==> config.mk <==
export PLATFORM = sky130hd
export DESIGN_NAME = encoder_rate_pushback_reporter
export DESIGN_NICKNAME = d
export VERILOG_FILES = /design/src/rtl/erp_pkg.sv /design/src/rtl/erp_fifo.sv /design/src/rtl/erp_front.sv /design/src/rtl/erp_back.sv /design/src/rtl/encoder_rate_pushback_reporter.sv
export SDC_FILE = /design/constraint.sdc
export NUM_CORES = 2
export LEC_CHECK = 0
export ABC_AREA = 1
export BUFFER_PORTS_ARGS = -buffer_cell sky130_fd_sc_hd__buf_2
export CORE_MARGIN = 1.5
export CORE_UTILIZATION = 45
export DETAILED_ROUTE_END_ITERATION = 16
export PLACE_DENSITY_LB_ADDON = 0.3
export SLEW_MARGIN = 20
export SYNTH_ARGS = -nofsm -noshare
export SYNTH_HDL_FRONTEND = slang
export SYNTH_SLANG_ARGS = --single-unit
==> constraint.sdc <==
create_clock -name clk -period 8.35 [get_ports clk]
set_input_delay 1.2525 -clock clk [delete_from_list [all_inputs] [get_ports clk]]
set_output_delay 1.2525 -clock clk [all_outputs]
set_load 0.02 [all_outputs]
==> src/rtl/erp_pkg.sv <==
`timescale 1ns / 1ps
// ----------------------------------------------------------------------------
// erp_pkg
// Shared types and constants of the encoder rate pushback reporter.
// ----------------------------------------------------------------------------
package erp_pkg;

	localparam int unsigned CMD_DEPTH_DEF = 2;
	localparam int unsigned RES_DEPTH_DEF = 2;

	localparam logic [16:0] Q16_ONE         = 17'd65536;
	localparam logic [19:0] PUSHBACK_START  = 20'd50;
	localparam logic [19:0] QUEUE_SCALE_MS  = 20'd1000;
	localparam logic [31:0] MIN_REPORT_BPS  = 32'd50000;
	localparam logic [7:0]  LOSS_MAX        = 8'd255;
	localparam logic [19:0] MAX_QUEUE_RESET = 20'd2000;

	// floor(q * 65536 / 1000) == (q * RECIP_1000) >> RECIP_SHIFT for q < 1000
	localparam logic [26:0] RECIP_1000  = 27'd68719477;
	localparam int unsigned RECIP_SHIFT = 20;

	typedef enum logic [1:0] {
		OP_AVAIL  = 2'd0,
		OP_TARGET = 2'd1,
		OP_QUEUE  = 2'd2,
		OP_NONE   = 2'd3
	} op_t;

	typedef enum logic {
		REG_PUSHBACK_MODE = 1'b0,
		REG_MAX_QUEUE_MS  = 1'b1
	} reg_idx_t;

	// Snapshot of the stored event state after one transaction
	typedef struct packed {
		logic [31:0] target_bps;
		logic [16:0] loss_q16;
		logic [19:0] rtt_ms;
		logic [19:0] period_ms;
		logic        net_up;
		logic [19:0] queue_ms;
	} cmd_t;

	typedef struct packed {
		logic [31:0] bps;
		logic [7:0]  loss;
		logic [19:0] rtt_ms;
		logic [19:0] period_ms;
	} res_t;

endpackage

==> src/rtl/erp_fifo.sv <==
`timescale 1ns / 1ps
// ----------------------------------------------------------------------------
// erp_fifo
// Small register queue; used between front and back and for results.
// ----------------------------------------------------------------------------
module erp_fifo #(
	parameter int unsigned DEPTH = erp_pkg::CMD_DEPTH_DEF,
	parameter int unsigned WIDTH = 8
) (
	input  logic             clk,
	input  logic             arst_n,
	input  logic             wr,
	input  logic [WIDTH-1:0] wdata,
	input  logic             rd,
	output logic [WIDTH-1:0] rdata,
	output logic             empty,
	output logic             full
);

	localparam int unsigned AW = (DEPTH > 1) ? $clog2(DEPTH) : 1;
	localparam int unsigned CW = $clog2(DEPTH + 1);

	logic [WIDTH-1:0] mem_q [DEPTH];
	logic [AW-1:0]    wr_ptr_q;
	logic [AW-1:0]    rd_ptr_q;
	logic [CW-1:0]    count_q;
	logic             do_wr;
	logic             do_rd;

	assign empty = (count_q == '0);
	assign full  = (count_q == CW'(DEPTH));
	assign do_wr = wr && !full;
	assign do_rd = rd && !empty;
	assign rdata = mem_q[rd_ptr_q];

	always_ff @(posedge clk) begin
		if (do_wr) begin
			mem_q[wr_ptr_q] <= wdata;
		end
	end

	always_ff @(posedge clk or negedge arst_n) begin
		if (!arst_n) begin
			wr_ptr_q <= '0;
			rd_ptr_q <= '0;
			count_q  <= '0;
		end else begin
			if (do_wr) begin
				wr_ptr_q <= (wr_ptr_q == AW'(DEPTH - 1)) ? '0 : wr_ptr_q + 1'b1;
			end
			if (do_rd) begin
				rd_ptr_q <= (rd_ptr_q == AW'(DEPTH - 1)) ? '0 : rd_ptr_q + 1'b1;
			end
			if (do_wr && !do_rd) begin
				count_q <= count_q + 1'b1;
			end else if (do_rd && !do_wr) begin
				count_q <= count_q - 1'b1;
			end
		end
	end

endmodule

==> src/rtl/erp_front.sv <==
`timescale 1ns / 1ps
// ----------------------------------------------------------------------------
// erp_front
// Accepts events, keeps the latest value of each kind and queues a snapshot
// for every event that needs a recompute.
// ----------------------------------------------------------------------------
module erp_front (
	input  logic          clk,
	input  logic          arst_n,
	input  logic          accept,
	input  logic [1:0]    opcode,
	input  logic          network_up,
	input  logic [31:0]   target_bps,
	input  logic [16:0]   loss_ratio_q16,
	input  logic [19:0]   rtt_in_ms,
	input  logic [19:0]   probe_period_ms,
	input  logic [19:0]   queue_ms,
	output logic          cmd_push,
	output erp_pkg::cmd_t cmd_data
);

	logic          have_target_q;
	erp_pkg::cmd_t state_q;
	erp_pkg::cmd_t state_nx;
	logic          have_target_nx;
	logic          known_op;

	always_comb begin
		state_nx       = state_q;
		have_target_nx = have_target_q;
		known_op       = 1'b1;
		unique case (erp_pkg::op_t'(opcode))
			erp_pkg::OP_AVAIL: begin
				state_nx.net_up = network_up;
			end
			erp_pkg::OP_TARGET: begin
				have_target_nx     = 1'b1;
				state_nx.target_bps = target_bps;
				state_nx.loss_q16   = loss_ratio_q16;
				state_nx.rtt_ms     = rtt_in_ms;
				state_nx.period_ms  = probe_period_ms;
			end
			erp_pkg::OP_QUEUE: begin
				state_nx.queue_ms = queue_ms;
			end
			erp_pkg::OP_NONE: begin
				known_op = 1'b0;
			end
		endcase
	end

	// Drop unknown events and anything before the first target
	assign cmd_push = accept && known_op && have_target_nx;
	assign cmd_data = state_nx;

	always_ff @(posedge clk or negedge arst_n) begin
		if (!arst_n) begin
			have_target_q <= 1'b0;
			state_q       <= '{target_bps: '0, loss_q16: '0, rtt_ms: '0,
			                   period_ms: '0, net_up: 1'b1, queue_ms: '0};
		end else if (accept && known_op) begin
			have_target_q <= have_target_nx;
			state_q       <= state_nx;
		end
	end

endmodule

==> src/rtl/erp_back.sv <==
`timescale 1ns / 1ps
// ----------------------------------------------------------------------------
// erp_back
// Runs one snapshot at a time: factor update, bitrate scaling, change check.
// ----------------------------------------------------------------------------
module erp_back (
	input  logic          clk,
	input  logic          arst_n,
	input  logic          pushback_mode,
	input  logic [19:0]   max_queue_ms,
	input  logic          cmd_empty,
	input  erp_pkg::cmd_t cmd_data,
	output logic          cmd_pop,
	input  logic          res_full,
	output logic          res_push,
	output erp_pkg::res_t res_data
);

	typedef enum logic [3:0] {
		ST_IDLE   = 4'b0001,
		ST_FACTOR = 4'b0010,
		ST_SCALE  = 4'b0100,
		ST_REPORT = 4'b1000
	} st_t;

	st_t           state_q;
	erp_pkg::cmd_t entry_s1;
	logic [36:0]   quot_s1;
	logic [7:0]    loss_s1;
	logic [16:0]   factor_s2;
	logic [48:0]   scaled_s3;
	logic [16:0]   factor_q;
	logic [31:0]   last_bps_q;
	logic [7:0]    last_loss_q;
	logic [19:0]   last_rtt_q;

	logic [24:0]   loss_prod;
	logic [8:0]    loss_full;
	logic [16:0]   cand;
	logic [16:0]   factor_new;
	logic          apply_factor;
	logic [31:0]   bps;
	logic          changed;

	assign cmd_pop = (state_q == ST_IDLE) && !cmd_empty && !res_full;

	// loss * 255 = (loss << 8) - loss
	assign loss_prod = {cmd_data.loss_q16, 8'd0} - {8'd0, cmd_data.loss_q16};
	assign loss_full = loss_prod[24:16];

	always_comb begin
		cand = '0;
		if (entry_s1.queue_ms < erp_pkg::QUEUE_SCALE_MS) begin
			cand = erp_pkg::Q16_ONE - quot_s1[erp_pkg::RECIP_SHIFT +: 17];
		end
		factor_new = factor_q;
		if (entry_s1.queue_ms == '0) begin
			factor_new = erp_pkg::Q16_ONE;
		end else if (entry_s1.queue_ms > erp_pkg::PUSHBACK_START) begin
			if (cand < factor_q) begin
				factor_new = cand;
			end
		end
	end

	assign apply_factor = entry_s1.net_up && pushback_mode;

	always_comb begin
		bps = entry_s1.target_bps;
		if (!entry_s1.net_up) begin
			bps = '0;
		end else if (!pushback_mode) begin
			if (entry_s1.queue_ms > max_queue_ms) begin
				bps = '0;
			end
		end else begin
			bps = scaled_s3[47:16];
			if (bps < erp_pkg::MIN_REPORT_BPS) begin
				bps = '0;
			end
		end
	end

	assign changed = (last_bps_q != bps) ||
	                 ((bps != '0) && ((last_loss_q != loss_s1) ||
	                                  (last_rtt_q != entry_s1.rtt_ms)));

	assign res_push = (state_q == ST_REPORT) && changed;
	assign res_data = '{bps: bps, loss: loss_s1, rtt_ms: entry_s1.rtt_ms,
	                    period_ms: entry_s1.period_ms};

	always_ff @(posedge clk) begin
		if (cmd_pop) begin
			entry_s1 <= cmd_data;
			quot_s1  <= 37'(cmd_data.queue_ms[9:0] * erp_pkg::RECIP_1000);
			loss_s1  <= loss_full[8] ? erp_pkg::LOSS_MAX : loss_full[7:0];
		end
		if (state_q == ST_FACTOR) begin
			factor_s2 <= apply_factor ? factor_new : factor_q;
		end
		if (state_q == ST_SCALE) begin
			scaled_s3 <= 49'(entry_s1.target_bps * factor_s2);
		end
	end

	always_ff @(posedge clk or negedge arst_n) begin
		if (!arst_n) begin
			state_q     <= ST_IDLE;
			factor_q    <= erp_pkg::Q16_ONE;
			last_bps_q  <= '0;
			last_loss_q <= '0;
			last_rtt_q  <= '0;
		end else begin
			unique case (state_q)
				ST_IDLE: begin
					if (cmd_pop) begin
						state_q <= ST_FACTOR;
					end
				end
				ST_FACTOR: begin
					if (apply_factor) begin
						factor_q <= factor_new;
					end
					state_q <= ST_SCALE;
				end
				ST_SCALE: begin
					state_q <= ST_REPORT;
				end
				ST_REPORT: begin
					// Keep the last values even when nothing is reported
					last_bps_q  <= bps;
					last_loss_q <= loss_s1;
					last_rtt_q  <= entry_s1.rtt_ms;
					state_q     <= ST_IDLE;
				end
				default: begin
					state_q <= ST_IDLE;
				end
			endcase
		end
	end

endmodule

==> src/rtl/encoder_rate_pushback_reporter.sv <==
`timescale 1ns / 1ps
// ----------------------------------------------------------------------------
// encoder_rate_pushback_reporter
// Tracks network, target-rate and queue events and reports the encoder
// bitrate whenever it, or loss or round trip under a live bitrate, changes.
// ----------------------------------------------------------------------------
//  channel   signals                                      direction
//  event     push, full, opcode .. queue_ms               in
//  report    empty, pop, report_bps .. report_period_ms   out
//  config    wr_en, wr_index, wr_data                     in
//
//  An event is accepted into the command queue and waits there; the back
//  end works on one queued event at a time (factor, multiply, compare) and
//  pops the next only from idle, with space free in the result queue.
//  Reset clears all stored events; the first report comes after a target.
//  Either side may stall: full rises when the command queue is full, and
//  the back end waits while the result queue is full.
// ----------------------------------------------------------------------------
module encoder_rate_pushback_reporter #(
	parameter int unsigned CMD_DEPTH = erp_pkg::CMD_DEPTH_DEF,
	parameter int unsigned RES_DEPTH = erp_pkg::RES_DEPTH_DEF
) (
	input  logic        clk,
	input  logic        arst_n,
	input  logic        wr_en,
	input  logic        wr_index,
	input  logic [19:0] wr_data,
	input  logic        push,
	output logic        full,
	input  logic [1:0]  opcode,
	input  logic        network_up,
	input  logic [31:0] target_bps,
	input  logic [16:0] loss_ratio_q16,
	input  logic [19:0] rtt_in_ms,
	input  logic [19:0] probe_period_ms,
	input  logic [19:0] queue_ms,
	output logic        empty,
	input  logic        pop,
	output logic [31:0] report_bps,
	output logic [7:0]  report_loss,
	output logic [19:0] report_rtt_ms,
	output logic [19:0] report_period_ms
);

	logic          pushback_mode_q;
	logic [19:0]   max_queue_ms_q;
	logic          accept;
	logic          cmd_push;
	logic          cmd_pop;
	logic          cmd_empty;
	logic          cmd_full;
	erp_pkg::cmd_t cmd_wdata;
	erp_pkg::cmd_t cmd_rdata;
	logic          res_push;
	logic          res_full;
	erp_pkg::res_t res_wdata;
	erp_pkg::res_t res_rdata;

	always_ff @(posedge clk or negedge arst_n) begin
		if (!arst_n) begin
			pushback_mode_q <= 1'b0;
			max_queue_ms_q  <= erp_pkg::MAX_QUEUE_RESET;
		end else if (wr_en) begin
			unique case (erp_pkg::reg_idx_t'(wr_index))
				erp_pkg::REG_PUSHBACK_MODE: pushback_mode_q <= wr_data[0];
				erp_pkg::REG_MAX_QUEUE_MS:  max_queue_ms_q  <= wr_data;
			endcase
		end
	end

	assign full   = cmd_full;
	assign accept = push && !cmd_full;

	erp_front u_front (
		.clk             (clk),
		.arst_n          (arst_n),
		.accept          (accept),
		.opcode          (opcode),
		.network_up      (network_up),
		.target_bps      (target_bps),
		.loss_ratio_q16  (loss_ratio_q16),
		.rtt_in_ms       (rtt_in_ms),
		.probe_period_ms (probe_period_ms),
		.queue_ms        (queue_ms),
		.cmd_push        (cmd_push),
		.cmd_data        (cmd_wdata)
	);

	erp_fifo #(
		.DEPTH (CMD_DEPTH),
		.WIDTH ($bits(erp_pkg::cmd_t))
	) u_cmd_fifo (
		.clk    (clk),
		.arst_n (arst_n),
		.wr     (cmd_push),
		.wdata  (cmd_wdata),
		.rd     (cmd_pop),
		.rdata  (cmd_rdata),
		.empty  (cmd_empty),
		.full   (cmd_full)
	);

	erp_back u_back (
		.clk           (clk),
		.arst_n        (arst_n),
		.pushback_mode (pushback_mode_q),
		.max_queue_ms  (max_queue_ms_q),
		.cmd_empty     (cmd_empty),
		.cmd_data      (cmd_rdata),
		.cmd_pop       (cmd_pop),
		.res_full      (res_full),
		.res_push      (res_push),
		.res_data      (res_wdata)
	);

	erp_fifo #(
		.DEPTH (RES_DEPTH),
		.WIDTH ($bits(erp_pkg::res_t))
	) u_res_fifo (
		.clk    (clk),
		.arst_n (arst_n),
		.wr     (res_push),
		.wdata  (res_wdata),
		.rd     (pop),
		.rdata  (res_rdata),
		.empty  (empty),
		.full   (res_full)
	);

	assign report_bps       = res_rdata.bps;
	assign report_loss      = res_rdata.loss;
	assign report_rtt_ms    = res_rdata.rtt_ms;
	assign report_period_ms = res_rdata.period_ms;

	a_cmd_no_overflow: assert property (@(posedge clk) disable iff (!arst_n)
		cmd_push |-> !cmd_full)
		else $error("command pushed into full queue");

	a_res_no_overflow: assert property (@(posedge clk) disable iff (!arst_n)
		res_push |-> !res_full)
		else $error("result pushed into full queue");

	a_pop_needs_cmd: assert property (@(posedge clk) disable iff (!arst_n)
		cmd_pop |-> !cmd_empty && !res_full)
		else $error("back end started without command or result space");

	a_report_after_pop: assert property (@(posedge clk) disable iff (!arst_n)
		res_push |-> $past(cmd_pop, 3))
		else $error("result not three cycles after command pop");

endmodule
After elaboration in Yosys (flattened, before gate mapping)
Memories as Yosys holds them, arrays and structs flattened.
Cells that the tools add are included.
- ROM bits: 0
- memories kept: 2
- input bits: 138
- bits in latches: 0
- memory bits (writable): 380
- logic and storage cells: 125
- output and inout bits: 82
- bits in registers: 424
- memory list (memory ; depth ; bits a word ; rd ports ; clocked after memory_dff ; write ports ; RTL line ; source):
    u_cmd_fifo.mem_q ; 2 ; 110 ; 1 ; 0 ; 1 ; erp_fifo.sv:23 ; logic [WIDTH-1:0] mem_q [DEPTH];
    u_res_fifo.mem_q ; 2 ; 80 ; 1 ; 0 ; 1 ; erp_fifo.sv:23 ;
- $mul: 2
- divide/modulo/power cells: 0
- multiplexer cells: 28
- reduce and logical (&&, ||, !) cells: 35
- bitwise gates (word level): 1
- eq/ne operators: 13
- shifts and indexed selects: 0
- add/sub/neg operators: 10
- order comparisons: 5
- operators with widths (operator ; number):
    $mux W32 ; 4
    $mux W89 ; 1
    $mux W17 ; 5
    $mul A32 B17 Y48 ; 1
    $mul A10 B27 Y37 const B ; 1
    $lt A32 B16 Y1 const B ; 1
    $ne A32 B32 Y1 ; 1
    $reduce_bool A32 Y1 ; 1
    $sub A25 B17 Y25 ; 1
    $gt A20 B20 Y1 ; 1
    $gt A20 B6 Y1 const B ; 1
    $logic_not A20 Y1 ; 1
    $lt A20 B10 Y1 const B ; 1
    $mux W20 ; 1
    $ne A20 B20 Y1 ; 1
    $lt A17 B17 Y1 ; 1
    $sub A17 B17 Y17 const A ; 1
    $logic_and A1 B1 Y1 ; 16
    $pmux W4 S3 ; 1
    $mux W1 ; 11
    $eq A2 B2 Y1 const B ; 4
    $logic_not A1 Y1 ; 8
    $mux W2 ; 4
    $ne A8 B8 Y1 ; 1
    other kinds (15) ; 25

Longest topological paths before layout
- word-level depth: 13
- gate-level depth with buffers: 30
- gate-level depth less buffers: 28

Cells and area by module
From an unflattened synthesis, not the netlist that was laid out.
- cells, all modules: 6437
- area total of the unflattened synthesis: 57276.2 µm²
- modules (own cells, without submodules) (module ; cells each ; area each (µm²) ; seq. area each (µm²) ; times used):
    erp_back ; 4228 ; 34162.8 ; 7044.3 ; 1
    erp_fifo at u_cmd_fifo ; 606 ; 8211.6 ; 6706.4 ; 1
    erp_front ; 1059 ; 7070.5 ; 2778.9 ; 1
    erp_fifo at u_res_fifo ; 449 ; 6969.2 ; 4904.7 ; 1
    encoder_rate_pushback_reporter ; 95 ; 862.1 ; 533.0 ; 1

Least setup slack after synthesis
Ideal clock, no wire load.
- path kind: input to register
- start: input port opcode[0]
- end: memory u_cmd_fifo.mem_q[1][0] (netlist name) (enable)
- stages on the path: 7
- path buffers: 1
- data arrival time: 6810 ps
- library setup time: 581 ps
- required time: 7769 ps
- setup slack: 958 ps
- cells stage by stage: inv_1 > nor2_1 > clkbuf_1 > inv_1 > a21oi_1 > inv_1 > nor2_1
- longest elaborated chain between the ends: 7
- elaborated cells on any way between the ends: 9
- those cells by class: eq/ne (2); mux (4); reduce/logical (3)
- RTL lines (item ; RTL line ; source):
    start: declaration ; encoder_rate_pushback_reporter.sv:30 ; input logic [1:0] opcode,
    $eq A2 B2 Y1 ; erp_front.sv:32 ; unique case (erp_pkg::op_t'(opcode))
    $mux W1 ; erp_front.sv:32 ;
    $logic_and A1 B1 Y1 ; erp_front.sv:53 ; assign cmd_push = accept && known_op && have_target_nx;
    $logic_and A1 B1 Y1 * ; erp_front.sv:53 ;
    $logic_and A1 B1 Y1 * ; erp_fifo.sv:32 ; assign do_wr = wr && !full;
    net u_cmd_fifo.do_wr ; erp_fifo.sv:27 ; logic do_wr;
    $mux W1 * ; erp_fifo.sv:37 ; if (do_wr) begin
    $mux W1 (implied by the code) * ; erp_fifo.sv:38 ; mem_q[wr_ptr_q] <= wdata;
    end: declaration ; erp_fifo.sv:23 ;
Mark *: on every way through the listed nets, which the timed path passes. The rest lies on a longest branch.

Worst setup path in the final report
- start: register u_back.factor_s2[11]
- end: register u_back.scaled_s3[44] (data pin)
- longest elaborated chain between the ends: 1
- RTL lines (item ; RTL line ; source):
    start: declaration ; erp_back.sv:30 ; logic [16:0] factor_s2;
    start signal: assignment ; erp_back.sv:99 ; factor_s2 <= apply_factor ? factor_new : factor_q;
    $mul A32 B17 Y48 ; erp_back.sv:102 ; scaled_s3 <= 49'(entry_s1.target_bps * factor_s2);
    end signal: assignment ; erp_back.sv:102 ;
    end: declaration ; erp_back.sv:31 ; logic [48:0] scaled_s3;
No other way between the ends.
A chain may end at the register's enable or synchronous reset.

==> flow_metrics.tcl <==
set metrics [dict create \
    synthTopCellsByCount "nand2_1, inv_1, edfxtp_1" \
    finalSetupViolCount 0 \
    rows 126 \
    crit_path_frequent_cell "fa_1" \
    synth_seq_cells 768 \
    hold_viol_final 0 \
    insertion_delay_ns 0.66 \
    grt-ovfl-total 0 \
    slowest_delay_ns 0.88 \
    dr.pass1.iters 7 \
    cts_made_buffers 79 \
    cp_data_arrival_time_ns 7.33 \
    max_freq_mhz 144.0 \
    place.gp.congestion 0.9317 \
    cts_resized 0 \
    layout_min_cycle_time_ns 6.944 \
    synth_cell_type_count 55 \
    yosys.area.top_type_share 0.3042 \
    io-pin-count 220 \
    crit_slowest_cell "edfxtp_1" \
    period_share 0.8316 \
    slew_viol_final 0 \
    vias 39192 \
    clock_sinks 768 \
    cp_num_buf_inv 5 \
    antenna_found_initial 8 \
    vias_per_cell 5.033 \
    synthCells 5998 \
    nNetsFinal 7024 \
    max_cap_violations 0 \
    critPathKind "reg -> reg" \
    post_drt_wl_per_cell_um 17.56 \
    hold_buffers 0 \
    yosysWarnings 0 \
    drive_gt1_frac 0.07988 \
    post_cts_buffers 0 \
    drtAntennaViolNets 0 \
    clk_root_buffer_cell "clkbuf_16" \
    drtIter0Drc 2895 \
    rsz0062_at_grt "no" \
    final_core_util 0.5001 \
    critical_path.top_delay_family "adder cells" \
    cts_tree "built" \
    hp-class "reg -> reg" \
    grt_max_degree 180 \
    worst_slack_ns 1.406 \
    yosysMostFrequentCell "nand2_1" \
    post-place-ws_ns 1.517 \
    yosysTopAreaCell "edfxtp_1" \
    worstMarginPinSlew_ns 1.184 \
    final.setup.tns_ns 0 \
    htreeDepth 3 \
    relSlewSlack 0.2108 \
    dp.final_hpwl_mm 99.77 \
    synth_edf_count 547 \
    start_util 0.4554 \
    dominantRegCellSynth "edfxtp_1" \
    grt_pass1_wl_mm 218.6 \
    endpoint_kind "register" \
    syn-mean-instance-area_um2 9.001 \
    die_height_um 349.4 \
    synthTopCellsByArea "edfxtp_1, fa_1, nand2_1" \
    required_ns 8.74 \
    crit_chain "buf_4 > nand2_1 > fa_1 > inv_1 > fa_1 > fa_1 > fa_1 > fa_1 > inv_1 > fa_1 > inv_1 > ha_1 > a21oi_1 > inv_1 > a31oi_1 > o21ai_0 > a21o_1 > a21oi_1 > o21ai_0 > a21oi_1 > xor2_1" \
    critPathMaxFanout 17 \
    remaining_drc_errors 0 \
    die_w_um 349.4 \
    finalWirelength_mm 136.7 \
    synth_area_um2 53990 \
    hold_ws_ns 0.4438 \
    async_flop_share 0.2878 \
    coreArea_um2 118600 \
    track_usage 0.2289 \
    dieArea_um2 122100 \
    port_buffers 219 \
    first_global_vias 39559 \
    status "finished clean" \
    synthesis.nets 6905 \
    area_growth_pct 9.824 \
    worst_clock_skew_ns 0.02643 \
    cp-start-kind "register" \
    cts_buffer_depth 3 \
    ys_seq_area_frac 0.4069 \
    clk_pin_slew_worst_paths_ns 0.06 \
]
## worst reg2reg max path, cell delays in order (launching register included)
cell and delay, ns:
edfxtp_1 0.88, buf_4 0.41, nand2_1 0.13, fa_1 0.58
inv_1 0.06, fa_1 0.57, fa_1 0.43, fa_1 0.47
fa_1 0.50, inv_1 0.05, fa_1 0.48, inv_1 0.04
ha_1 0.39, a21oi_1 0.20, inv_1 0.08, a31oi_1 0.16
o21ai_0 0.11, a21o_1 0.16, a21oi_1 0.39, o21ai_0 0.26
a21oi_1 0.25, xor2_1 0.09
## sequential cells by signal, indices dropped and copies added, names as in the netlist, 19 cells and up
| register | cells |
|---|---|
| u_back.res_data | 40 |
| u_back.last_bps_q | 32 |
| u_back.scaled_s3 | 32 |
| u_cmd_fifo.mem_q | 220 |
| u_res_fifo.mem_q | 160 |
| u_back.quot_s1 | 19 |
| u_front.state_q | 110 |
| max_queue_ms_q | 20 |
| u_back.entry_s1 | 51 |
| u_back.last_rtt_q | 20 |
## cell usage in the layout (no fill, tap or decap), drive strengths merged, types with 176 or more instances in the layout
| master | count |
|---|---|
| ha | 269 |
| nand2 | 1932 |
| fa | 500 |
| dfrtp | 212 |
| buf | 283 |
| edfxtp | 547 |
| nor2 | 209 |
| a21oi | 176 |
| inv | 1197 |
| o21ai | 341 |
## final timing paths
| path | startpoint | to | slack [ns] | depth (start not counted) |
|---|---|---|---|---|
| setup / recovery | u_back.factor_s2[11] | u_back.scaled_s3[44] | 1.41 | 21 |
| hold / removal | u_back.res_data[19] | u_res_fifo.mem_q[0][19] | 0.44 | 0 |
| setup reg to reg | u_back.factor_s2[11] | u_back.scaled_s3[44] | 1.41 | 21 |
| hold reg to reg | u_back.res_data[19] | u_res_fifo.mem_q[0][19] | 0.44 | 0 |
| max in group asynchronous | arst_n | u_cmd_fifo.rd_ptr_q | 6.34 | 2 |
| min in group asynchronous | arst_n | u_res_fifo.rd_ptr_q | 0.67 | 1 |
## cells by family after synthesis
group	share of synthesized area
xor gates and xnor gates	0.01458
DFF	0.4069
buffers and inverters	0.1012
AOI/OAI and AO/OA	0.05701
muxes	0.0003708
and+or+nand+nor	0.1722
adders and majority gates	0.2477
## through the flow
stage / cells / instance area, µm²
after floorplan: 5998 / 53990
after global placement: 7635 / 56680
after detailed placement: 7635 / 56680
after CTS: 7783 / 59270
after global routing: 7787 / 59290
final: 7787 / 59290
## layer usage
| layer | GRT usage | vias to the layer above | wire (µm) |
|---|---|---|---|
| li1 | - | 18626 | - |
| met2 | 0.3808 | 1193 | 65150 |
| met1 | 0.3157 | 19157 | 59820 |
| met4 | 0.06264 | 0 | 3327 |
| met3 | 0.02961 | 216 | 8436 |
| met5 | 0 | - | 0 |
## layout make-up
cell class / count / area (µm²)
multi-input cells: 3789 / 26600
clock inverters: 30 / 310.3
repair buffers: 283 / 1619
inverters: 1196 / 4494
well taps: 1600 / 2002
diodes: 3 / 7.507
clock buffers: 118 / 2285
fillers: 11056 / 59260
flip-flops and latches: 768 / 21970
Power is left out: the tool's default activity adds up to more than one toggle a clock period on the data nets, which glitch-free logic cannot reach.
